File: config.mk
export PLATFORM = sky130hd
export DESIGN_NAME = artifact_color_pixel_expander_top_flat
export DESIGN_NICKNAME = d
export VERILOG_FILES = /design/src/rtl/core/acpe_pkg.sv /design/src/rtl/core/acpe_if.sv /design/src/rtl/core/acpe_lane.sv /design/src/rtl/core/acpe_merge.sv /design/src/rtl/core/artifact_color_pixel_expander_top.sv /design/src/flat_wrapper.sv
export VERILOG_INCLUDE_DIRS = /design/src /design/src/rtl/core
export SDC_FILE = /design/constraint.sdc
export NUM_CORES = 1
export LEC_CHECK = 0
export BUFFER_PORTS_ARGS = -buffer_cell sky130_fd_sc_hd__buf_4
export CAP_MARGIN = 20
export CORE_MARGIN = 3
export CORE_UTILIZATION = 50
export CTS_CLUSTER_SIZE = 28
export DETAILED_ROUTE_END_ITERATION = 8
export PLACE_DENSITY = 0.67
export SKIP_CTS_REPAIR_TIMING = 1
export SYNTH_ARGS = -nofsm -noshare
export SYNTH_HDL_FRONTEND = slang
export SYNTH_HIERARCHICAL = 1
export SYNTH_SLANG_ARGS = --single-unit
File: constraint.sdc
create_clock -name clk -period 12.1 [get_ports clk]
set_input_delay 0.605 -clock clk [delete_from_list [all_inputs] [get_ports clk]]
set_output_delay 0.605 -clock clk [all_outputs]
set_load 0.005 [all_outputs]
File: src/rtl/core/artifact_color_pixel_expander_top_assert.svh
// Assertion macros for the artifact color pixel expander.
// Used by the top level; expects clk and rst_n in scope.
`ifndef ARTIFACT_COLOR_PIXEL_EXPANDER_TOP_ASSERT_SVH
`define ARTIFACT_COLOR_PIXEL_EXPANDER_TOP_ASSERT_SVH

// checked only out of reset
`define ACPE_ASSERT(name, prop, msg) \
    name: assert property (@(posedge clk) disable iff (!rst_n) prop) else $error(msg);

// checked during reset as well
`define ACPE_ASSERT_ALWAYS(name, prop, msg) \
    name: assert property (@(posedge clk) prop) else $error(msg);

`endif

File: src/rtl/core/acpe_pkg.sv
// Types and constants shared by the artifact color pixel expander.
// No dependencies.
`default_nettype none

package acpe_pkg;

    localparam int unsigned COLOR_W = 24;
    localparam int unsigned LANES   = 5;
    localparam int unsigned CNT_W   = 3;

    typedef logic [1:0]         code_t;
    typedef logic [COLOR_W-1:0] color_t;
    typedef logic [CNT_W-1:0]   cnt_t;

    localparam code_t CODE_BLACK  = 2'b00;
    localparam code_t CODE_FIRST  = 2'b01;
    localparam code_t CODE_SECOND = 2'b10;
    localparam code_t CODE_WHITE  = 2'b11;

    localparam color_t COLOR_BLACK  = 24'h000000;
    localparam color_t COLOR_BLUE   = 24'h0000FF;
    localparam color_t COLOR_ORANGE = 24'hFFA500;
    localparam color_t COLOR_WHITE  = 24'hFFFFFF;

    // one pair position: its code and its two neighbors in the row
    typedef struct packed {
        code_t code;
        logic  prev_valid;
        code_t prev_code;
        logic  next_valid;
        code_t next_code;
    } lane_ctx_t;

    typedef struct packed {
        color_t left;
        color_t right;
    } pair_t;

    // load request from the front end into the output buffer
    typedef struct packed {
        logic load;
        logic first_valid;
        logic row_end;
    } load_req_t;

endpackage

`default_nettype wire

File: src/rtl/core/acpe_if.sv
// Channel interfaces for the artifact color pixel expander.
// Depends on acpe_pkg.
`default_nettype none

interface acpe_in_if;
    logic       valid;
    logic       ready;
    logic [7:0] source_byte;
    logic       row_end;

    modport source (output valid, output source_byte, output row_end, input ready);
    modport sink (input valid, input source_byte, input row_end, output ready);
endinterface

interface acpe_out_if;
    logic                 valid;
    logic                 ready;
    acpe_pkg::color_t     left_color;
    acpe_pkg::color_t     right_color;
    logic                 row_last;

    modport source (output valid, output left_color, output right_color,
                    output row_last, input ready);
    modport sink (input valid, input left_color, input right_color,
                  input row_last, output ready);
endinterface

`default_nettype wire

File: src/rtl/core/acpe_lane.sv
// One pixel pair lane: code to left/right RGB with the edge rules.
// Depends on acpe_pkg.
`default_nettype none

module acpe_lane (
    input  wire                 palette_swap,
    input  acpe_pkg::lane_ctx_t ctx,
    output acpe_pkg::pair_t     pair
);
    import acpe_pkg::*;

    color_t base;

    always_comb
    begin
        unique case (ctx.code)
            CODE_FIRST:  base = palette_swap ? COLOR_ORANGE : COLOR_BLUE;
            CODE_SECOND: base = palette_swap ? COLOR_BLUE : COLOR_ORANGE;
            CODE_WHITE:  base = COLOR_WHITE;
            default:     base = COLOR_BLACK;
        endcase
    end

    // right neighbor 10/11 has bit 1 set; left neighbor 01/11 has bit 0 set
    always_comb
    begin
        priority if (ctx.code == CODE_FIRST && ctx.next_valid && ctx.next_code[1])
        begin
            pair.left  = COLOR_BLACK;
            pair.right = COLOR_WHITE;
        end
        else if (ctx.code == CODE_SECOND && ctx.prev_valid && ctx.prev_code[0])
        begin
            pair.left  = COLOR_WHITE;
            pair.right = COLOR_BLACK;
        end
        else
        begin
            pair.left  = base;
            pair.right = base;
        end
    end

endmodule

`default_nettype wire

File: src/rtl/core/acpe_merge.sv
// Output buffer: collects the lane results of one byte and sends them in order.
// Depends on acpe_pkg and acpe_out_if.
`default_nettype none

module acpe_merge (
    input  wire                 clk,
    input  wire                 rst_n,
    input  acpe_pkg::load_req_t req,
    input  acpe_pkg::pair_t     pairs [acpe_pkg::LANES],
    output logic                can_load,
    acpe_out_if.source          pixel_out
);
    import acpe_pkg::*;

    pair_t slots_reg  [LANES];
    pair_t slots_next [LANES];
    cnt_t  count_reg, count_next;
    logic  row_end_reg, row_end_next;
    logic  pop;

    assign pop      = pixel_out.valid && pixel_out.ready;
    assign can_load = (count_reg == '0) || (count_reg == cnt_t'(1) && pixel_out.ready);

    always_comb
    begin
        slots_next   = slots_reg;
        count_next   = count_reg;
        row_end_next = row_end_reg;
        if (req.load)
        begin
            // drop the first lane when no pair was held from the previous byte
            for (int i = 0; i < LANES - 1; i++)
            begin
                if (req.first_valid)
                    slots_next[i] = pairs[i];
                else
                    slots_next[i] = pairs[i+1];
            end
            slots_next[LANES-1] = pairs[LANES-1];
            count_next   = cnt_t'(LANES - 2) + cnt_t'(req.first_valid) + cnt_t'(req.row_end);
            row_end_next = req.row_end;
        end
        else if (pop)
        begin
            for (int i = 0; i < LANES - 1; i++)
                slots_next[i] = slots_reg[i+1];
            count_next = count_reg - cnt_t'(1);
        end
    end

    always_ff @(posedge clk or negedge rst_n)
    begin
        if (!rst_n)
        begin
            count_reg   <= '0;
            row_end_reg <= 1'b0;
        end
        else
        begin
            count_reg   <= count_next;
            row_end_reg <= row_end_next;
        end
    end

    always_ff @(posedge clk)
    begin
        slots_reg <= slots_next;
    end

    assign pixel_out.valid       = (count_reg != '0);
    assign pixel_out.left_color  = slots_reg[0].left;
    assign pixel_out.right_color = slots_reg[0].right;
    assign pixel_out.row_last    = row_end_reg && (count_reg == cnt_t'(1));

endmodule

`default_nettype wire

File: src/rtl/core/artifact_color_pixel_expander_top.sv
// Top level of the artifact color pixel expander: row state, five lanes, output buffer.
// Depends on acpe_pkg, acpe_if, acpe_lane, acpe_merge and the assertion header.
//
//  channel     | dir | payload                                | handshake
//  pixel_in    | in  | source_byte[7:0], row_end              | valid/ready
//  pixel_out   | out | left_color[23:0], right_color[23:0],   | valid/ready
//              |     | row_last                               |
//  cfg         | in  | cfg_wdata (palette_swap)               | cfg_we
//
// All five lanes evaluate a taken byte at once; the results go to the output buffer,
// which sends one pair per cycle while pixel_out is ready: 3 to 5 pairs per byte.
// The next byte is taken in the cycle the last buffered pair leaves, so a stream runs
// without gaps. Reset clears the held pair, the row state, the palette and the buffer.
// A stall on pixel_out holds the buffer and holds off pixel_in.
`default_nettype none

module artifact_color_pixel_expander_top (
    input  wire        clk,
    input  wire        rst_n,
    input  wire        cfg_we,
    input  wire        cfg_wdata,
    acpe_in_if.sink    pixel_in,
    acpe_out_if.source pixel_out
);
    import acpe_pkg::*;

    logic      palette_swap_reg;
    code_t     pend_code_reg, pend_code_next;
    logic      pend_valid_reg, pend_valid_next;
    code_t     prev_code_reg, prev_code_next;
    logic      prev_valid_reg, prev_valid_next;
    code_t     codes [4];
    lane_ctx_t ctx [LANES];
    pair_t     pairs [LANES];
    load_req_t req;
    logic      can_load;
    logic      accept;

    assign pixel_in.ready = can_load;
    assign accept         = pixel_in.valid && pixel_in.ready;

    always_comb
    begin
        for (int i = 0; i < 4; i++)
            codes[i] = code_t'(pixel_in.source_byte >> (6 - 2 * i));
    end

    // lane 0 is the pair held from the previous byte, lanes 1..4 are this byte
    always_comb
    begin
        ctx[0] = '{code: pend_code_reg, prev_valid: prev_valid_reg,
                   prev_code: prev_code_reg, next_valid: 1'b1, next_code: codes[0]};
        ctx[1] = '{code: codes[0], prev_valid: pend_valid_reg,
                   prev_code: pend_code_reg, next_valid: 1'b1, next_code: codes[1]};
        ctx[2] = '{code: codes[1], prev_valid: 1'b1, prev_code: codes[0],
                   next_valid: 1'b1, next_code: codes[2]};
        ctx[3] = '{code: codes[2], prev_valid: 1'b1, prev_code: codes[1],
                   next_valid: 1'b1, next_code: codes[3]};
        ctx[4] = '{code: codes[3], prev_valid: 1'b1, prev_code: codes[2],
                   next_valid: 1'b0, next_code: CODE_BLACK};
    end

    for (genvar g = 0; g < LANES; g++)
    begin : g_lane
        acpe_lane u_lane (
            .palette_swap (palette_swap_reg),
            .ctx          (ctx[g]),
            .pair         (pairs[g])
        );
    end

    assign req = '{load: accept, first_valid: pend_valid_reg, row_end: pixel_in.row_end};

    acpe_merge u_merge (
        .clk       (clk),
        .rst_n     (rst_n),
        .req       (req),
        .pairs     (pairs),
        .can_load  (can_load),
        .pixel_out (pixel_out)
    );

    always_comb
    begin
        pend_code_next  = pend_code_reg;
        pend_valid_next = pend_valid_reg;
        prev_code_next  = prev_code_reg;
        prev_valid_next = prev_valid_reg;
        if (accept)
        begin
            if (pixel_in.row_end)
            begin
                pend_code_next  = CODE_BLACK;
                pend_valid_next = 1'b0;
                prev_code_next  = CODE_BLACK;
                prev_valid_next = 1'b0;
            end
            else
            begin
                pend_code_next  = codes[3];
                pend_valid_next = 1'b1;
                prev_code_next  = codes[2];
                prev_valid_next = 1'b1;
            end
        end
    end

    always_ff @(posedge clk or negedge rst_n)
    begin
        if (!rst_n)
        begin
            palette_swap_reg <= 1'b0;
            pend_code_reg    <= CODE_BLACK;
            pend_valid_reg   <= 1'b0;
            prev_code_reg    <= CODE_BLACK;
            prev_valid_reg   <= 1'b0;
        end
        else
        begin
            if (cfg_we)
                palette_swap_reg <= cfg_wdata;
            pend_code_reg  <= pend_code_next;
            pend_valid_reg <= pend_valid_next;
            prev_code_reg  <= prev_code_next;
            prev_valid_reg <= prev_valid_next;
        end
    end

`include "artifact_color_pixel_expander_top_assert.svh"

    `ACPE_ASSERT(a_accept_fills_out, accept |=> pixel_out.valid, "no result after accepted request")
    `ACPE_ASSERT(a_row_end_clears, accept && pixel_in.row_end |=> !pend_valid_reg && !prev_valid_reg, "row state kept past row end")
    `ACPE_ASSERT(a_prev_needs_pend, prev_valid_reg |-> pend_valid_reg, "left neighbor without held pair")
    `ACPE_ASSERT_ALWAYS(a_last_needs_valid, pixel_out.row_last |-> pixel_out.valid, "row_last without valid")

endmodule

`default_nettype wire

File: src/flat_wrapper.sv
// flat-port wrapper written by rule: the top's interface ports become plain ports
module artifact_color_pixel_expander_top_flat import acpe_pkg::*;
  (clk, rst_n, cfg_we, cfg_wdata, pixel_in_valid, pixel_in_source_byte, pixel_in_row_end, pixel_in_ready, pixel_out_valid, pixel_out_left_color, pixel_out_right_color, pixel_out_row_last, pixel_out_ready);
  acpe_in_if pixel_in_i ();
  acpe_out_if pixel_out_i ();
  input  wire clk;
  input  wire rst_n;
  input  wire cfg_we;
  input  wire cfg_wdata;
  input wire logic [$bits(pixel_in_i.valid)-1:0] pixel_in_valid;
  input wire logic [$bits(pixel_in_i.source_byte)-1:0] pixel_in_source_byte;
  input wire logic [$bits(pixel_in_i.row_end)-1:0] pixel_in_row_end;
  output wire logic [$bits(pixel_in_i.ready)-1:0] pixel_in_ready;
  output wire logic [$bits(pixel_out_i.valid)-1:0] pixel_out_valid;
  output wire logic [$bits(pixel_out_i.left_color)-1:0] pixel_out_left_color;
  output wire logic [$bits(pixel_out_i.right_color)-1:0] pixel_out_right_color;
  output wire logic [$bits(pixel_out_i.row_last)-1:0] pixel_out_row_last;
  input wire logic [$bits(pixel_out_i.ready)-1:0] pixel_out_ready;
  assign pixel_in_i.valid = pixel_in_valid;
  assign pixel_in_i.source_byte = pixel_in_source_byte;
  assign pixel_in_i.row_end = pixel_in_row_end;
  assign pixel_in_ready = pixel_in_i.ready;
  assign pixel_out_valid = pixel_out_i.valid;
  assign pixel_out_left_color = pixel_out_i.left_color;
  assign pixel_out_right_color = pixel_out_i.right_color;
  assign pixel_out_row_last = pixel_out_i.row_last;
  assign pixel_out_i.ready = pixel_out_ready;
  artifact_color_pixel_expander_top u_core (.clk(clk), .rst_n(rst_n), .cfg_we(cfg_we), .cfg_wdata(cfg_wdata), .pixel_in(pixel_in_i), .pixel_out(pixel_out_i));
endmodule
==> results of run 1 <==
[per-stage QoR]
stage | util, % | setup WS [ps] | power (W) | hold WS [ps]
detailed placement | 46.9 | 8210 | 0.00302 | 438
floorplan | - | 4990 | 0.00309 | 309
global route | 50.5 | 8160 | 0.00410 | 305
global placement | 46.8 | 8230 | 0.00298 | 438
finish | 50.5 | 8460 | 0.00384 | 314
CTS | 50.1 | 8270 | 0.00387 | -128
[power by group]
| group | switching (W) | total [W] | internal (W) |
|---|---|---|---|
| sequential | 0.000152 | 0.00166 | 0.00151 |
| clock | 0.000317 | 0.000830 | 0.000513 |
| combinational | 0.000775 | 0.00135 | 0.000577 |
| total | 0.00124 | 0.00384 | 0.00260 |
[critical path: stages (launching register included)]
cell	delay (ps)
dfrtp_1	400
inv_1	110
ha_1	200
a21oi_1	50
nor2_1	200
nand2_4	140
inv_8	720
a21o_4	540
buf_4	750
[per-layer routing]
layer  GRT usage, %  vias up  routed length [um]
li1               -     3890                   -
met5              0        -                  20
met2           23.2      123               10900
met4           5.08        2                 660
met3           2.38       47                 832
met1           18.8     3585               10100
[worst paths after layout]
| path | start | end | slack [ps] | depth (start not counted) |
|---|---|---|---|---|
| max in group asynchronous | rst_n | u_core/pend_valid_reg | 11440 | 2 |
| worst max-delay path | u_core/u_merge/count_reg[0] | u_core/u_merge/slots_reg[168] | 8460 | 8 |
| worst min register to register | u_core/u_merge/row_end_reg | u_core/u_merge/row_end_reg | 530 | 1 |
| worst min-delay path | pixel_in_row_end | u_core/pend_valid_reg | 310 | 2 |
| worst max register to register | u_core/u_merge/count_reg[0] | u_core/u_merge/slots_reg[168] | 8460 | 8 |
| min in group asynchronous | rst_n | u_core/pend_code_reg[1] | 500 | 2 |
[area by class of cell]
class / instances / share of cell area (%)
sequential: 249 / 52.5
multi-input combinational: 709 / 32.2
timing repair buffer: 92 / 5.39
clock buffer: 34 / 4.95
tap: 378 / 3.34
clock inverter: 14 / 1.34
inverter: 11 / 0.344
==> run_results.csv, run 1 <==
group,metric,value,unit
floorplan,io_pins,66,
sta,tns,0,ps
sta,rsz0062_at_grt,"false",
drt,drtIter0Drc,666,
clocking,cts_buffers,26,
power,power_density,271,nW/um^2
cells_and_area,final_cell_mix,"edfxtp_1 (240), a21oi_1 (199), nor2_1 (196), mux2i_1 (193), buf_4 (85)",
cells_and_area,multi_input_area,4560,um^2
worst_hold_path,hp-class,"input pin to register",
drt,vias,7647,
sta,post-route-min-period,3640,ps
worst_setup_path,worst_setup_path_end_kind,"register",
cells_and_area,syn2layout_area_growth,-1.62,%
logic_synthesis,synthesis.area,14400,um^2
global_route,grt_pass1_vias,7089,
clocking,htreeDepth,1,
floorplan,start_util,51.3,%
cells_and_area,diodes,0,
clocking,clkSinkCount,249,
sta,fin_crit_sh,30.0,%
sta,max_freq,275,MHz
drt,antenna_left,0,
clocking,cts_max_path_buffers,3,
global_route,grt_max_degree,205,
floorplan,die_area,30900,um^2
sta,max_slew_margin,27.4,%
cells_and_area,fillers,2451,
clocking,tritoncts,"built",
placement,hpwl,12.1,mm
worst_setup_path,cp.required,12240,ps
logic_synthesis,synthCells,1274,
global_route,grt_pass1_wl,36.3,mm
cells_and_area,final_common_cell,"edfxtp_1",
drt,post_drt_wl_per_cell,15.2,um
job,max_cap_violations,0,
cells_and_area,final_nets,1108,
floorplan,die_h,176,um
floorplan,core,28100,um^2
placement,placed_area,13200,um^2
placement,dpl.cell_count,1433,
cells_and_area,stdcell_count,1487,
clocking,cts_root_buffer,"clkbuf_16",
placement,io_buffer_count,65,
floorplan,rows,61,
sta,hold_violations,0,
power,p_leak,5.70,nW
cells_and_area,final_area,14200,um^2
drt,drt_wl_total,22.6,mm
drt,drcViolationCount,0,
worst_setup_path,cp_max_fo,204,
sta,worst_pin_slew,1090,ps
cells_and_area,largest_register_ff_count,192,
placement,place_congestion,0.751,
floorplan,die_w,176,um
worst_setup_path,cp.arrival,3780,ps
logic_synthesis,postSynthAreaPerCell,11.3,um^2
worst_setup_path,path_class,"register to register",
logic_synthesis,yosys_warnings,6,
drt,dr.pass1.iters,5,
sta,setup_viol,0,
global_route,grt_usage,14.1,%
outcome,status,"completed",
clocking,clkSlewWorstSetupHoldPaths,60,ps
cells_and_area,seqCellArea,7440,um^2
global_route,gr-total-overflow,0,
global_route,antenna_found_initial,1,
power,peakVddDrop,126,uV
worst_setup_path,start_kind,"register",
sta,finalClockSkew,14.7,ps
clocking,clock_latency,530,ps
sta,final_max_slew_viol_count,0,
drt,via_per_inst,5.14,
cells_and_area,drive_above_1_share,14.0,%
(Power assumes the default switching activity.)
==> inputs of run 2 (changes only) <==
--- a/config.mk
+++ b/config.mk
@@ -12,7 +12,7 @@
 export CORE_UTILIZATION = 50
 export CTS_CLUSTER_SIZE = 28
 export DETAILED_ROUTE_END_ITERATION = 8
-export PLACE_DENSITY = 0.67
+export PLACE_DENSITY = 0.7
 export SKIP_CTS_REPAIR_TIMING = 1
 export SYNTH_ARGS = -nofsm -noshare
 export SYNTH_HDL_FRONTEND = slang
==> constraint.sdc (replaced) <==
create_clock -name clk -period 3.2 [get_ports clk]
set_input_delay 0.16 -clock clk [delete_from_list [all_inputs] [get_ports clk]]
set_output_delay 0.16 -clock clk [all_outputs]
set_load 0.005 [all_outputs]
==> run_results.csv, run 2 (synthesized netlist as in run 1, its figures left out) <==
group,metric,value,unit
floorplan,die_area,30900,um^2
clocking,cts_root_buffer,"clkbuf_16",
clocking,htreeDepth,1,
drt,antenna_left,0,
sta,worst_pin_slew,1040,ps
cells_and_area,final_cell_mix,"edfxtp_1 (240), a21oi_1 (199), nor2_1 (195), mux2i_1 (193), buf_4 (83)",
worst_setup_path,start_kind,"register",
cells_and_area,final_common_cell,"edfxtp_1",
placement,place_congestion,0.785,
clocking,clock_latency,520,ps
floorplan,die_h,176,um
power,p_leak,5.75,nW
global_route,grt_pass1_wl,37.5,mm
power,switching_share,32.2,%
placement,post-place-ws,572,ps
cells_and_area,drive_above_1_share,14.5,%
power,seq_power_share,42.0,%
power,peakVddDrop,750,uV
worst_hold_path,hp-class,"input pin to asynchronous set/reset pin",
global_route,antenna_found_initial,0,
outcome,status,"completed",
cells_and_area,largest_register_ff_count,192,
worst_setup_path,path_class,"register to register",
clocking,tritoncts,"built",
drt,drt_wl_total,23.5,mm
drt,via_per_inst,5.23,
sta,final_max_slew_viol_count,0,
cells_and_area,stdcell_count,1491,
cells_and_area,syn2layout_area_growth,-0.478,%
sta,max_slew_margin,31.0,%
floorplan,core,28100,um^2
cells_and_area,final_nets,1115,
placement,dpl.cell_count,1437,
sta,max_freq,377,MHz
cells_and_area,diodes,0,
worst_setup_path,timing.rr.start,"u_core/u_merge/count_reg[1]",
floorplan,io_pins,66,
sta,hold_violations,0,
sta,finalClockSkew,7.87,ps
placement,io_buffer_count,65,
drt,post_drt_wl_per_cell,15.7,um
sta,rsz0062_at_grt,"false",
clocking,clkSlewWorstSetupHoldPaths,60,ps
cells_and_area,utilization,51.0,%
sta,fin_ws,545,ps
global_route,gr-total-overflow,0,
drt,drcViolationCount,0,
drt,drtIter0Drc,683,
sta,post-route-min-period,2650,ps
global_route,grt_max_degree,140,
global_route,grt_pass1_vias,7354,
sta,fin_crit_sh,83.0,%
worst_setup_path,cp-startpoint,"u_core/u_merge/count_reg[1]",
power,comb_power_share,35.7,%
worst_setup_path,cp.required,3440,ps
power,internal_power,0.0101,W
worst_setup_path,cp_max_fo,109,
worst_setup_path,cp.arrival,2890,ps
clocking,cts_max_path_buffers,3,
floorplan,start_util,51.3,%
floorplan,die_w,176,um
power,clkPwrFrac,22.4,%
floorplan,rows,61,
drt,vias,7795,
power,power_density,1040,nW/um^2
global_route,grt_usage,14.5,%
power,p_switching,0.00477,W
clocking,clkSinkCount,249,
sta,whs,26.9,ps
worst_setup_path,worst_setup_path_end_kind,"register",
placement,hpwl,12.8,mm
sta,setup_viol,0,
drt,dr.pass1.iters,5,
job,max_cap_violations,0,
clocking,cts_buffers,26,
run 2: cell types whose count changed in the layout (fill, tap and decap cells not counted), moves of 2 or more:
cell	delta
bufinv_16	+2
buf_8	-2
clkbuf_1	-2
buf_16	-2
buf_4	-2
dlygate4sd3_1	+5
buf_12	+7
inv_2	+2
clkinvlp_4	+3
clkinv_2	-5
inv_1	-2
run 2: metrics by stage:
step | setup TNS, ps | cell area, um^2 | total power [W]
6_report | 0 | 14300 | 0.0148
5_1_grt | 0 | 14300 | 0.0158
4_1_cts | 0 | 14200 | 0.0150
3_5_place_dp | 0 | 13300 | 0.0116
3_3_place_gp | 0 | 13300 | 0.0114
2_1_floorplan | -76260 | 14500 | 0.0116
run 2: final timing paths:
| check | endpoint | slack (ps) | depth (start not counted) |
|---|---|---|---|
| max | u_core/u_merge/pixel_out.right_color[19] | 550 | 9 |
| min | u_core/u_merge/count_reg[1] | 30 | 2 |
| max reg2reg | u_core/u_merge/pixel_out.right_color[19] | 550 | 9 |
| min reg2reg | u_core/u_merge/row_end_reg | 530 | 1 |
| max in group asynchronous | u_core/pend_valid_reg | 3020 | 2 |
| min in group clk | u_core/prev_code_reg[0] | 60 | 3 |
run 2: power groups by stage:
stage	clock network (W)	registers, W	logic, W
after CTS	0.00340	0.00625	0.00530
final	0.00332	0.00623	0.00529
after detailed placement	0	0.00630	0.00528
after global routing	0.00352	0.00637	0.00591
after global placement	0	0.00627	0.00511
after floorplan	0	0.00609	0.00554
run 2: per-layer routing:
layer	up-vias	routed length (um)	global-route usage, %
met5	-	0	0
li1	3914	-	-
met4	0	420	3.86
met2	123	11900	25.4
met1	3725	10300	18.7
met3	33	869	2.20
run 2: area by class of cell:
cell class / count / area (um^2)
clock buffer: 33 / 708
clock inverter: 12 / 236
fill: 2402 / 13700
inverter: 11 / 45.0
multi-input combinational: 709 / 4570
sequential: 249 / 7440
tap: 378 / 473
timing repair buffer: 99 / 865
run 2: critical path, stage by stage, from the launching register on:
cell	delay [ps]
dfrtp_1	370
inv_2	100
ha_1	170
a21oi_1	80
nor2_2	190
nand2_4	110
clkinvlp_4	110
buf_12	370
buf_4	620
a21oi_1	160
